[config.mk]
export PLATFORM = sky130hd
export DESIGN_NAME = bfla_ctrl
export DESIGN_NICKNAME = d
export VERILOG_FILES = /design/src/design/bfla_pkg.sv /design/src/design/bfla_ctrl.sv
export SDC_FILE = /design/constraint.sdc
export NUM_CORES = 1
export LEC_CHECK = 0
export BUFFER_PORTS_ARGS = -buffer_cell sky130_fd_sc_hd__buf_2
export CAP_MARGIN = 20
export CORE_AREA = 3 3 40 42
export CTS_BUF_LIST = sky130_fd_sc_hd__clkbuf_16
export DETAILED_ROUTE_END_ITERATION = 16
export DIE_AREA = 0 0 43 45
export PLACE_DENSITY = 0.37
export SLEW_MARGIN = 20
export SYNTH_ARGS = -nofsm -noshare
export SYNTH_HDL_FRONTEND = slang
export SYNTH_SLANG_ARGS = --single-unit
[constraint.sdc]
create_clock -name clk -period 1.7 [get_ports clk]
set_input_delay 0.17 -clock clk [delete_from_list [all_inputs] [get_ports clk]]
set_output_delay 0.17 -clock clk [all_outputs]
set_load 0.01 [all_outputs]
[src/design/bfla_pkg.sv]
// Shared types and constants for the free-list block allocator.
// No dependencies; imported by every module of the block except bfla_ram.
`timescale 1ns / 1ps

package bfla_pkg;

  localparam int BLOCK_COUNT_DEF = 1024;
  localparam int PTR_W           = 10;
  localparam int USED_W          = 11;
  localparam int ACT_W           = 3;
  localparam int SIZE_W          = 7;
  localparam int STAT_W          = 2;
  localparam int KB_SHIFT        = 4;
  localparam int USED_MAX        = 2047;

  localparam logic [ACT_W-1:0] ACT_FORMAT = 3'd0;
  localparam logic [ACT_W-1:0] ACT_ALLOC  = 3'd1;
  localparam logic [ACT_W-1:0] ACT_FREE   = 3'd2;
  localparam logic [ACT_W-1:0] ACT_CHAIN  = 3'd3;
  localparam logic [ACT_W-1:0] ACT_LINK   = 3'd4;
  localparam logic [ACT_W-1:0] ACT_READ   = 3'd5;

  localparam logic [STAT_W-1:0] ST_OK       = 2'd0;
  localparam logic [STAT_W-1:0] ST_FULL     = 2'd1;
  localparam logic [STAT_W-1:0] ST_IGNORED  = 2'd2;
  localparam logic [STAT_W-1:0] ST_TOO_LONG = 2'd3;

  typedef struct packed {
    logic [ACT_W-1:0]  action;
    logic [PTR_W-1:0]  block_index;
    logic [PTR_W-1:0]  link_target;
    logic [SIZE_W-1:0] size_kb;
  } req_t;

  typedef struct packed {
    logic [PTR_W-1:0]  block_out;
    logic [STAT_W-1:0] status;
    logic [USED_W-1:0] used_count;
    logic [PTR_W-1:0]  free_head;
  } rsp_t;

  typedef enum logic [1:0] {
    S_IDLE,
    S_FMT,
    S_WALK,
    S_FIN
  } state_t;

  // controller -> datapath
  typedef struct packed {
    logic accept;
    logic fmt_step;
    logic walk_step;
    logic finish;
  } cmd_t;

  // datapath -> controller
  typedef struct packed {
    logic in_fmt;     // format with at least two blocks
    logic in_walk;    // chain release on a valid block
    logic fmt_last;
    logic walk_stop;
  } stat_t;

endpackage

[src/design/bfla_ctrl.sv]
// Sequencing state machine for the allocator.
// Depends on bfla_pkg; drives the datapath through cmd_t, watches stat_t.
`timescale 1ns / 1ps

module bfla_ctrl (
  input  logic            clk,
  input  logic            rst,
  input  logic            start,
  input  bfla_pkg::stat_t stat,
  output bfla_pkg::cmd_t  cmd,
  output logic            busy
);
  import bfla_pkg::*;

  state_t state, state_next;

  always_ff @(posedge clk) begin
    if (rst) begin
      state <= S_IDLE;
    end else begin
      state <= state_next;
    end
  end

  always_comb begin
    state_next = state;
    cmd        = '0;
    busy       = 1'b1;
    case (state)
      S_IDLE: begin
        busy = 1'b0;
        if (start) begin
          cmd.accept = 1'b1;
          if (stat.in_fmt) begin
            state_next = S_FMT;
          end else if (stat.in_walk) begin
            state_next = S_WALK;
          end else begin
            state_next = S_FIN;
          end
        end
      end
      S_FMT: begin
        cmd.fmt_step = 1'b1;
        if (stat.fmt_last) begin
          state_next = S_FIN;
        end
      end
      S_WALK: begin
        cmd.walk_step = 1'b1;
        if (stat.walk_stop) begin
          state_next = S_FIN;
        end
      end
      S_FIN: begin
        cmd.finish = 1'b1;
        state_next = S_IDLE;
      end
      default: begin
        state_next = S_IDLE;
      end
    endcase
  end

endmodule

==> results by group, run 1 <==
Synth
  • Mean post-synth cell area: 9.59 um2
  • Net count after synthesis: 36
  • Cell count after synthesis: 24
  • Synth warnings: 0
  • Sequential fraction of the synthesis area: 17.4%
  • Biggest area contributors in the synthesized netlist: ha_1 27%, dfxtp_1 17%, o221ai_4 11%, nand2b_1 8.2%, inv_1 6.5%
  • Biggest area consumer among synthesized cells: ha_1
  • Cell Area, Synth: 230 um2
  • Count of unique library cells instantiated by Yosys: 13
  • Number of synthesized register bits: 2
  • Top cell type's share of synthesized area: 27.2%

Place
  • Hpwl dp: 443 um
  • Port-buffer cells: 11
  • Dpl cells: 50
  • Last weighted congestion value of the routability-driven placer: 0.699

CTS
  • Hold bufs inserted after CTS: 0
  • Level count of the clock H-tree: 1
  • Cell at the root of the clock tree: clkbuf_16
  • Clock-pin slew on the worst setup and hold paths: 0.03 ns
  • Sink Count: 2
  • TritonCTS clock tree: built
  • Num CTS Buffers: 3
  • Maximum root-to-sink buffer count: 2
  • # Post-CTS Setup Buffers: 0
  • Clock insertion delay at the later pin of the skew report: 0.22 ns
  • # resized after CTS: 0

Setup path
  • Nature of the critical path endpoint: primary output
  • Data required time of the worst path: 1.53 ns
  • Critical path class: flop to primary output
  • Highest cell delay on the worst timing path: 0.37 ns
  • Startpoint kind of the worst setup timing path: flop
  • Levels on crit path: 4
  • Buffer and inverter count on the worst path: 2
  • Depth of the worst register-to-register path: 5
  • Cells along the critical path: inv_1 > ha_1 > and2_2 > buf_2
  • Critical path arrival: 1.21 ns
  • Crit Reg-Reg Startpoint: state[1]
  • Library cell contributing the largest single delay on the critical path: dfxtp_1
  • Maximum fanout along the worst path: 4
  • Crit. Startpoint: state[0]
  • Family with the most delay on the worst path: flip-flops

Min path
  • Hold Crit Class: input pin to flop
  • Startpoint of the worst hold path: rst
  • Worst hold path depth: 3

Floorplan
  • Number of top-level design ports: 12
  • Floorplan core area: 1280 um2
  • Die Outline Area: 1940 um2
  • Number of rows created at floorplan: 13
  • Die extent in y: 45 um
  • Die X: 43 um
  • Effective utilization at floorplan: 17.9%

STA
  • Number of failing setup endpoints in the final timing report: 0
  • Summed negative setup slack over all endpoints: 0 ns
  • Number of endpoints with negative hold slack in the final report: 0
  • Headroom to the max-slew limit: 86.9%
  • Setup repair after global routing missed its margin: no
  • Clock Skew: 0.00350 ns
  • Max Clk Rate: 723 MHz
  • Worst hold margin: 0.290 ns
  • Crit share post-route: 81.3%
  • Slew Viols, Final: 0
  • Shortest period the worst path allows: 1.38 ns
  • Worst-Margin Slew: 0.196 ns

GRT
  • Vias in the first global route: 223
  • Sum of overflow across all layers after global routing: 0
  • Number of antenna violations at the first check in global routing: 0
  • Total global routing track utilization: 6.57%
  • Global-route wire length before repair: 869 um
  • Maximum number of pins on one net before global-route repair: 5

Power and ir drop
  • Worst voltage drop across the vdd grid: 0.634 mV
  • Leakage power total: 0.192 nW
  • Power per standard cell area: 2030 nW/um2

Job
  • Max-cap check violation count: 0

Route
  • DRC violations left: 0
  • DR pass1 iterations: 3
  • Via count of the routed design: 202
  • Routed wirelength normalized by instance count: 9.60 um
  • Iter 0 DRT Violations: 1
  • Via-to-Cell Ratio: 3.81
  • Residual antenna-violating net count after detailed routing: 0
  • Wirelength, routed: 509 um

Final layout
  • Largest register FFs: 2
  • Number of nets in the layout: 52
  • Count of filler cells inserted in the layout: 133
  • Area taken by flip-flops and latches: 40.0 um2
  • Ratio of cells with drive above 1 in the final layout: 50.0%
  • Registers with the most flip-flops: state (2)
  • Number of diodes added for antenna fixing: 0
  • Most flop-heavy register: state
  • Layout overhead on the synthesized area: 64.7%
  • Area used by multi-input combinational logic: 171 um2
  • Non-filler cells in the finished layout: 53

Run status
  • Result of the run: complete, no violations
## worst register-to-register path, stage by stage, from the launching register on
cell and delay [ns]:
dfxtp_1 0.32, inv_1 0.13, ha_1 0.20, inv_2 0.06, o221ai_4 0.21, mux2_4 0.31
## layout by cell type, fill, tap and decap left out
cell type,netlist,layout
a21oi_1,1,1
a311o_1,1,1
and2_2,1,1
buf_2,0,11
clkbuf_16,0,3
dfxtp_1,2,2
ha_1,5,5
inv_1,4,4
inv_2,1,1
mux2_4,1,1
mux2i_1,1,1
nand2b_1,3,3
nand2b_2,1,1
nor2_1,2,2
o221ai_4,1,1
## power breakdown
part	total [W]	internal, W	switching [W]
registers	0.0000877	0.0000679	0.0000198
logic	0.000334	0.000161	0.000173
clock network	0.000349	0.000299	0.0000497
total	0.000770	0.000528	0.000242
## final cells by class
cell class	instances	area share, %
Clock buffer	3	19.8
Inverter	5	4.95
Multi-Input combinational cell	17	45.2
Sequential cell	2	10.6
Tap cell	15	4.95
Timing Repair Buffer	11	14.5
## cells in the mapped netlist, drive strengths merged
cell,n
a21oi,1
a311o,1
and2,1
dfxtp,2
ha,5
inv,5
mux2,1
mux2i,1
nand2b,4
nor2,2
o221ai,1
## per-stage QoR
stage | setup WS [ns] | cell area (um2) | util [%] | power [W]
floorplan | 0.386 | 230 | - | 0.000339
global placement | 0.339 | 304 | 23.7 | 0.000423
detailed placement | 0.347 | 304 | 23.7 | 0.000429
CTS | 0.298 | 379 | 29.5 | 0.000786
global route | 0.247 | 379 | 29.5 | 0.000837
finish | 0.318 | 379 | 29.5 | 0.000770
## cell families (layout without fill, tap and decap cells)
group           Yosys count  in the layout  share of synthesized area [%]
fa+ha+maj                 5              5                           27.2
mux                       2              2                           10.9
compound gates            3              3                           17.9
simple gates              7              7                           18.5
flops                     2              2                           17.4
buf+inv                   5             19                           8.15
## worst paths after layout
kind	endpoint	slack [ns]
max	cmd[3]	0.32
min	state[0]	0.29
max reg2reg	state[1]	0.36
min reg2reg	state[0]	0.53
## per-layer routing
metal | global-route usage, % | vias to the layer above | wire, um
met5 | 0 | - | 0
met4 | 1.81 | 0 | 0
met3 | 5.58 | 0 | 89
li1 | - | 105 | -
met2 | 9.88 | 13 | 206
met1 | 6.95 | 84 | 214
No activity file was read; power rests on OpenSTA's default activity.
==> inputs of run 2 (changes only) <==
==> constraint.sdc (replaced) <==
create_clock -name clk -period 1.43 [get_ports clk]
set_input_delay 0.143 -clock clk [delete_from_list [all_inputs] [get_ports clk]]
set_output_delay 0.143 -clock clk [all_outputs]
set_load 0.01 [all_outputs]
==> results by group, run 2 (synthesized netlist as in run 1, its figures left out) <==
Final layout
  • Number of diodes added for antenna fixing: 0 (unchanged)
  • Layout overhead on the synthesized area: 65.2%
  • Largest register FFs: 2 (unchanged)
  • Most flop-heavy register: state
  • Ratio of cells with drive above 1 in the final layout: 52.6% (+2.6 points)
  • Commonest cells after routing, fill and taps aside: 11 x buf_2, 5 x ha_1, 4 x inv_1
  • Area of all placed cells without fillers: 380 um2 (+0.33%)
  • Registers with the most flip-flops: state (2)
  • Number of nets in the layout: 52 (unchanged)
  • Commonest non-fill, non-tap cell in the layout: buf_2

Setup path
  • Startpoint kind of the worst setup timing path: flop
  • Maximum fanout along the worst path: 4 (unchanged)
  • Critical path arrival: 1.43 ns (+0.22 ns)
  • Nature of the critical path endpoint: flop
  • Critical path class: flop to flop
  • Crit. Startpoint: state[1]
  • Crit Reg-Reg Startpoint: state[1]
  • Data required time of the worst path: 1.53 ns (about the same)

Place
  • Port-buffer cells: 11 (unchanged)
  • Last weighted congestion value of the routability-driven placer: 0.743 (+6.3%)
  • Cell area after placement: 304 um2 (unchanged)
  • Hpwl dp: 393 um (-11%)

STA
  • Max Clk Rate: 751 MHz
  • Setup repair after global routing missed its margin: no
  • Shortest period the worst path allows: 1.33 ns
  • Headroom to the max-slew limit: 86.7% (-0.23 points)
  • Slew Viols, Final: 0 (unchanged)
  • Number of endpoints with negative hold slack in the final report: 0 (unchanged)
  • Number of failing setup endpoints in the final timing report: 0 (unchanged)
  • Summed negative setup slack over all endpoints: 0 ns (unchanged)
  • Worst-Margin Slew: 0.200 ns (+0.00343 ns)
  • Clock Skew: 0.000109 ns (-0.00339 ns)
  • Crit share post-route: 93.1%

CTS
  • Sink Count: 2 (unchanged)
  • Maximum root-to-sink buffer count: 2 (unchanged)
  • TritonCTS clock tree: built
  • Level count of the clock H-tree: 1 (unchanged)
  • Cell at the root of the clock tree: clkbuf_16
  • # Post-CTS Setup Buffers: 0 (unchanged)
  • # resized after CTS: 0 (unchanged)
  • Num CTS Buffers: 3 (unchanged)
  • Hold bufs inserted after CTS: 0 (unchanged)
  • Clock-pin slew on the worst setup and hold paths: 0.03 ns (about the same)
  • Clock insertion delay at the later pin of the skew report: 0.22 ns (about the same)

Min path
  • Startpoint of the worst hold path: rst
  • Hold Crit Class: input pin to flop

Floorplan
  • Die extent in y: 45 um (unchanged)
  • Die X: 43 um (unchanged)
  • Number of top-level design ports: 12 (unchanged)
  • Effective utilization at floorplan: 17.9% (unchanged)
  • Floorplan core area: 1280 um2 (unchanged)
  • Number of rows created at floorplan: 13 (unchanged)
  • Die Outline Area: 1940 um2 (unchanged)

GRT
  • Global-route wire length before repair: 752 um (-13%)
  • Sum of overflow across all layers after global routing: 0 (unchanged)
  • Vias in the first global route: 196 (-12%)
  • Maximum number of pins on one net before global-route repair: 5 (unchanged)
  • Total global routing track utilization: 5.32% (-1.2 points)
  • Number of antenna violations at the first check in global routing: 0 (unchanged)

Power and ir drop
  • Leakage power total: 0.192 nW (+0.15%)
  • Worst voltage drop across the vdd grid: 0.680 mV (+7.2%)
  • Power per standard cell area: 2400 nW/um2 (+18%)

Route
  • DR pass1 iterations: 1 (-2)
  • Via-to-Cell Ratio: 3.74 (-2.0%)
  • Routed wirelength normalized by instance count: 8.70 um (-9.4%)
  • DRC violations left: 0 (unchanged)
  • Via count of the routed design: 198 (-2.0%)
  • Residual antenna-violating net count after detailed routing: 0 (unchanged)
  • Wirelength, routed: 461 um (-9.4%)
  • Iter 0 DRT Violations: 0 (-1)

Run status
  • Result of the run: complete, no violations

Job
  • Max-cap check violation count: 0 (unchanged)
run 2: worst paths after layout:
path | to | slack (ns) | depth (start not counted)
max | state[1] | 0.1 | 5
min | state[0] | 0.25 | 3
max reg2reg | state[1] | 0.1 | 5
min reg2reg | state[0] | 0.50 | 2
run 2: layout make-up:
class                      instances  area (um2)
fill                             139         905
sequential                         2        41.3
tap                               15        18.8
inverter                           5        18.8
multi-input combinational         17         171
timing repair buffer              11        55.1
clock buffer                       3        75.1
run 2: power breakdown:
| part | internal (W) | total [W] | switching (W) |
|---|---|---|---|
| Clock | 0.000355 | 0.000415 | 0.0000598 |
| Sequential | 0.0000832 | 0.000106 | 0.0000224 |
| Combinational | 0.000192 | 0.000392 | 0.000200 |
| Total | 0.000631 | 0.000913 | 0.000282 |
run 2: critical path, stage by stage (launching register included):
cell and delay (ns):
dfxtp_1 0.31, inv_1 0.12, ha_1 0.20, inv_2 0.06
o221ai_4 0.22, mux2_4 0.31
run 2: routing by layer:
metal / part of all wire (%) / up-vias / GRT usage, %
li1: - / 105 / -
met1: 46 / 81 / 6.47
met2: 38 / 12 / 7.78
met3: 16 / 0 / 3.19
met4: 0 / 0 / 1.81
met5: 0 / - / 0
run 2: stage by stage:
| stage | hold slack (ns) | util, % | total power [W] | setup WS, ns | std cells |
|---|---|---|---|---|---|
| global placement | 0.475 | 23.7 | 0.000502 | 0.0729 | 50 |
| CTS | 0.254 | 29.5 | 0.000930 | 0.0566 | 53 |
| detailed placement | 0.490 | 23.7 | 0.000506 | 0.0878 | 50 |
| floorplan | 0.327 | - | 0.000403 | 0.116 | 24 |
| global route | 0.280 | 29.6 | 0.000982 | 0.0147 | 53 |
| finish | 0.247 | 29.6 | 0.000913 | 0.0991 | 53 |
==> inputs of run 3 (changes only) <==
==> constraint.sdc (replaced) <==
create_clock -name clk -period 1.4 [get_ports clk]
set_input_delay 0.14 -clock clk [delete_from_list [all_inputs] [get_ports clk]]
set_output_delay 0.14 -clock clk [all_outputs]
set_load 0.01 [all_outputs]
==> results by group, run 3 (synthesized netlist as in run 1, its figures left out) <==
GRT
  • Global-route wire length before repair: 841 um (+12%)
  • Total global routing track utilization: 6.82% (+1.5 points)
  • Vias in the first global route: 205 (+4.6%)
  • Global Route met2 Usage: 7.19% (-0.60 points)
  • Number of antenna violations at the first check in global routing: 0 (unchanged)
  • Maximum number of pins on one net before global-route repair: 5 (unchanged)
  • Highest-utilization routing layer at the global route stage: met4
  • Met1 global-route usage: 6.97% (+0.50 points)
  • GRT met3 Usage: 4.38% (+1.2 points)
  • Sum of overflow across all layers after global routing: 0 (unchanged)

STA
  • Summed negative setup slack over all endpoints: 0 ns (unchanged)
  • Clock Skew: 0.000223 ns (+0.000114 ns)
  • Worst-Margin Slew: 0.215 ns (+0.0150 ns)
  • Post-route worst setup slack: 0.0667 ns (-0.0323 ns)
  • Number of failing setup endpoints in the final timing report: 0 (unchanged)
  • Max Clk Rate: 750 MHz (-0.18%)
  • Crit share post-route: 95.2% (+2.2 points)
  • Headroom to the max-slew limit: 85.7% (-1.0 points)
  • Number of endpoints with negative hold slack in the final report: 0 (unchanged)
  • Slew Viols, Final: 0 (unchanged)
  • Shortest period the worst path allows: 1.33 ns (+0.00234 ns)
  • Setup repair after global routing missed its margin: no

Final layout
  • Ratio of cells with drive above 1 in the final layout: 51.3% (-1.3 points)
  • Largest register FFs: 2 (unchanged)
  • Number of diodes added for antenna fixing: 0 (unchanged)
  • Count of filler cells inserted in the layout: 142 (+2.2%)
  • Area used by multi-input combinational logic: 171 um2 (unchanged)
  • Commonest cells after routing, fill and taps aside: 11 x buf_2, 5 x ha_1, 4 x inv_1
  • Most flop-heavy register: state
  • Layout overhead on the synthesized area: 67.9%
  • Area of all placed cells without fillers: 387 um2 (+1.6%)
  • Registers with the most flip-flops: state (2)
  • Area taken by flip-flops and latches: 40.0 um2 (-3.0%)
  • Commonest non-fill, non-tap cell in the layout: buf_2
  • Number of nets in the layout: 53 (+1.9%)

Place
  • Last weighted congestion value of the routability-driven placer: 0.734 (-1.1%)
  • Cell area after placement: 312 um2 (+2.5%)
  • Port-buffer cells: 11 (unchanged)
  • Setup slack after placement: 0.0576 ns (-0.0302 ns)
  • Hpwl dp: 438 um (+12%)

Power and ir drop
  • Overall power of the completed layout: 0.000950 W (+4.1%)
  • Power per standard cell area: 2460 nW/um2 (+2.4%)
  • Worst voltage drop across the vdd grid: 0.614 mV (-9.6%)
  • Leakage power total: 0.197 nW (+2.5%)

Min path
  • Hold Crit Class: input pin to flop
  • Startpoint of the worst hold path: rst
  • Endpoint, Worst Hold: state[0]
  • Worst hold path depth: 3 (unchanged)

CTS
  • # resized after CTS: 0 (unchanged)
  • Cell at the root of the clock tree: clkbuf_16
  • Clock insertion delay at the later pin of the skew report: 0.22 ns (about the same)
  • TritonCTS clock tree: built
  • Maximum root-to-sink buffer count: 2 (unchanged)
  • Hold bufs inserted after CTS: 0 (unchanged)
  • Num CTS Buffers: 3 (unchanged)
  • Clock-pin slew on the worst setup and hold paths: 0.03 ns (about the same)
  • Level count of the clock H-tree: 1 (unchanged)
  • Sink Count: 2 (unchanged)
  • # Post-CTS Setup Buffers: 0 (unchanged)

Floorplan
  • Die extent in y: 45 um (unchanged)
  • Effective utilization at floorplan: 17.9% (unchanged)
  • Number of top-level design ports: 12 (unchanged)
  • Number of rows created at floorplan: 13 (unchanged)
  • Die Outline Area: 1940 um2 (unchanged)
  • Die X: 43 um (unchanged)
  • Floorplan core area: 1280 um2 (unchanged)

Setup path
  • Depth of the worst register-to-register path: 5 (unchanged)
  • Nature of the critical path endpoint: flop
  • Destination of the worst register-to-register timing path: state[1]
  • Critical path arrival: 1.44 ns (about the same)
  • Startpoint kind of the worst setup timing path: flop
  • Library cell contributing the largest single delay on the critical path: mux2_4
  • Critical path class: flop to flop
  • Cells along the critical path: inv_1 > ha_1 > inv_2 > o221ai_4 > mux2_4
  • Buffer and inverter count on the worst path: 2 (unchanged)
  • Family with the most delay on the worst path: multiplexers
  • Highest cell delay on the worst timing path: 0.32 ns (about the same)
  • Data required time of the worst path: 1.50 ns (-0.03 ns)
  • Crit Reg-Reg Startpoint: state[1]
  • Slack of the worst reg-to-reg path: 0.07 ns (-0.03 ns)
  • Maximum fanout along the worst path: 4 (unchanged)

Job
  • Max-cap check violation count: 0 (unchanged)

Route
  • DR pass1 iterations: 1 (unchanged)
  • Residual antenna-violating net count after detailed routing: 0 (unchanged)
  • DRC violations left: 0 (unchanged)
  • Routed wirelength normalized by instance count: 9.44 um (+8.6%)
  • Via count of the routed design: 210 (+6.1%)
  • Iter 0 DRT Violations: 0 (unchanged)
  • Wirelength, routed: 510 um (+11%)
  • Via-to-Cell Ratio: 3.89 (+4.1%)

Run status
  • Result of the run: complete, no violations
[run 3: how the worst max path moves through the flow]
stage / start / end / slack [ns] / cells past startpoint
after floorplan: state[0] / state[1] / 0.09 / 5
after global placement: state[1] / state[1] / 0.07 / 5
after detailed placement: state[1] / state[1] / 0.06 / 5
after CTS: state[1] / state[1] / 0.05 / 5
after global routing: state[1] / state[1] / 0.003 / 5
final: state[1] / state[1] / 0.07 / 5
[run 3: tightest hold or removal path, cell delays in order]
cell and delay [ns]:
buf_2 0.11, nand2b_1 0.10, mux2i_1 0.07
[run 3: area by class of cell]
| type | instances | share of cell area (%) |
|---|---|---|
| well taps | 15 | 4.85 |
| flip-flops and latches | 2 | 10.4 |
| repair buffers | 12 | 16.2 |
| clock buffers | 3 | 19.4 |
| inverters | 5 | 4.85 |
| multi-input cells | 17 | 44.3 |
[run 3: power by group]
part | total, W | switching [W] | internal [W]
Clock | 0.000424 | 0.0000615 | 0.000363
Combinational | 0.000428 | 0.000220 | 0.000208
Sequential | 0.0000978 | 0.0000154 | 0.0000824
[run 3: metrics by stage]
stage	hold slack (ns)	std cells	utilization, %
after detailed placement	0.479	51	24.2
after global placement	0.470	51	24.2
after global routing	0.280	54	30.1
after floorplan	0.324	24	-
final	0.248	54	30.1
after CTS	0.252	54	30.1
[run 3: layer usage]
| metal | wire length (um) | vias up |
|---|---|---|
| li1 | - | 107 |
| met2 | 213 | 14 |
| met4 | 12 | 0 |
| met1 | 225 | 87 |
| met5 | 0 | - |
| met3 | 59 | 2 |
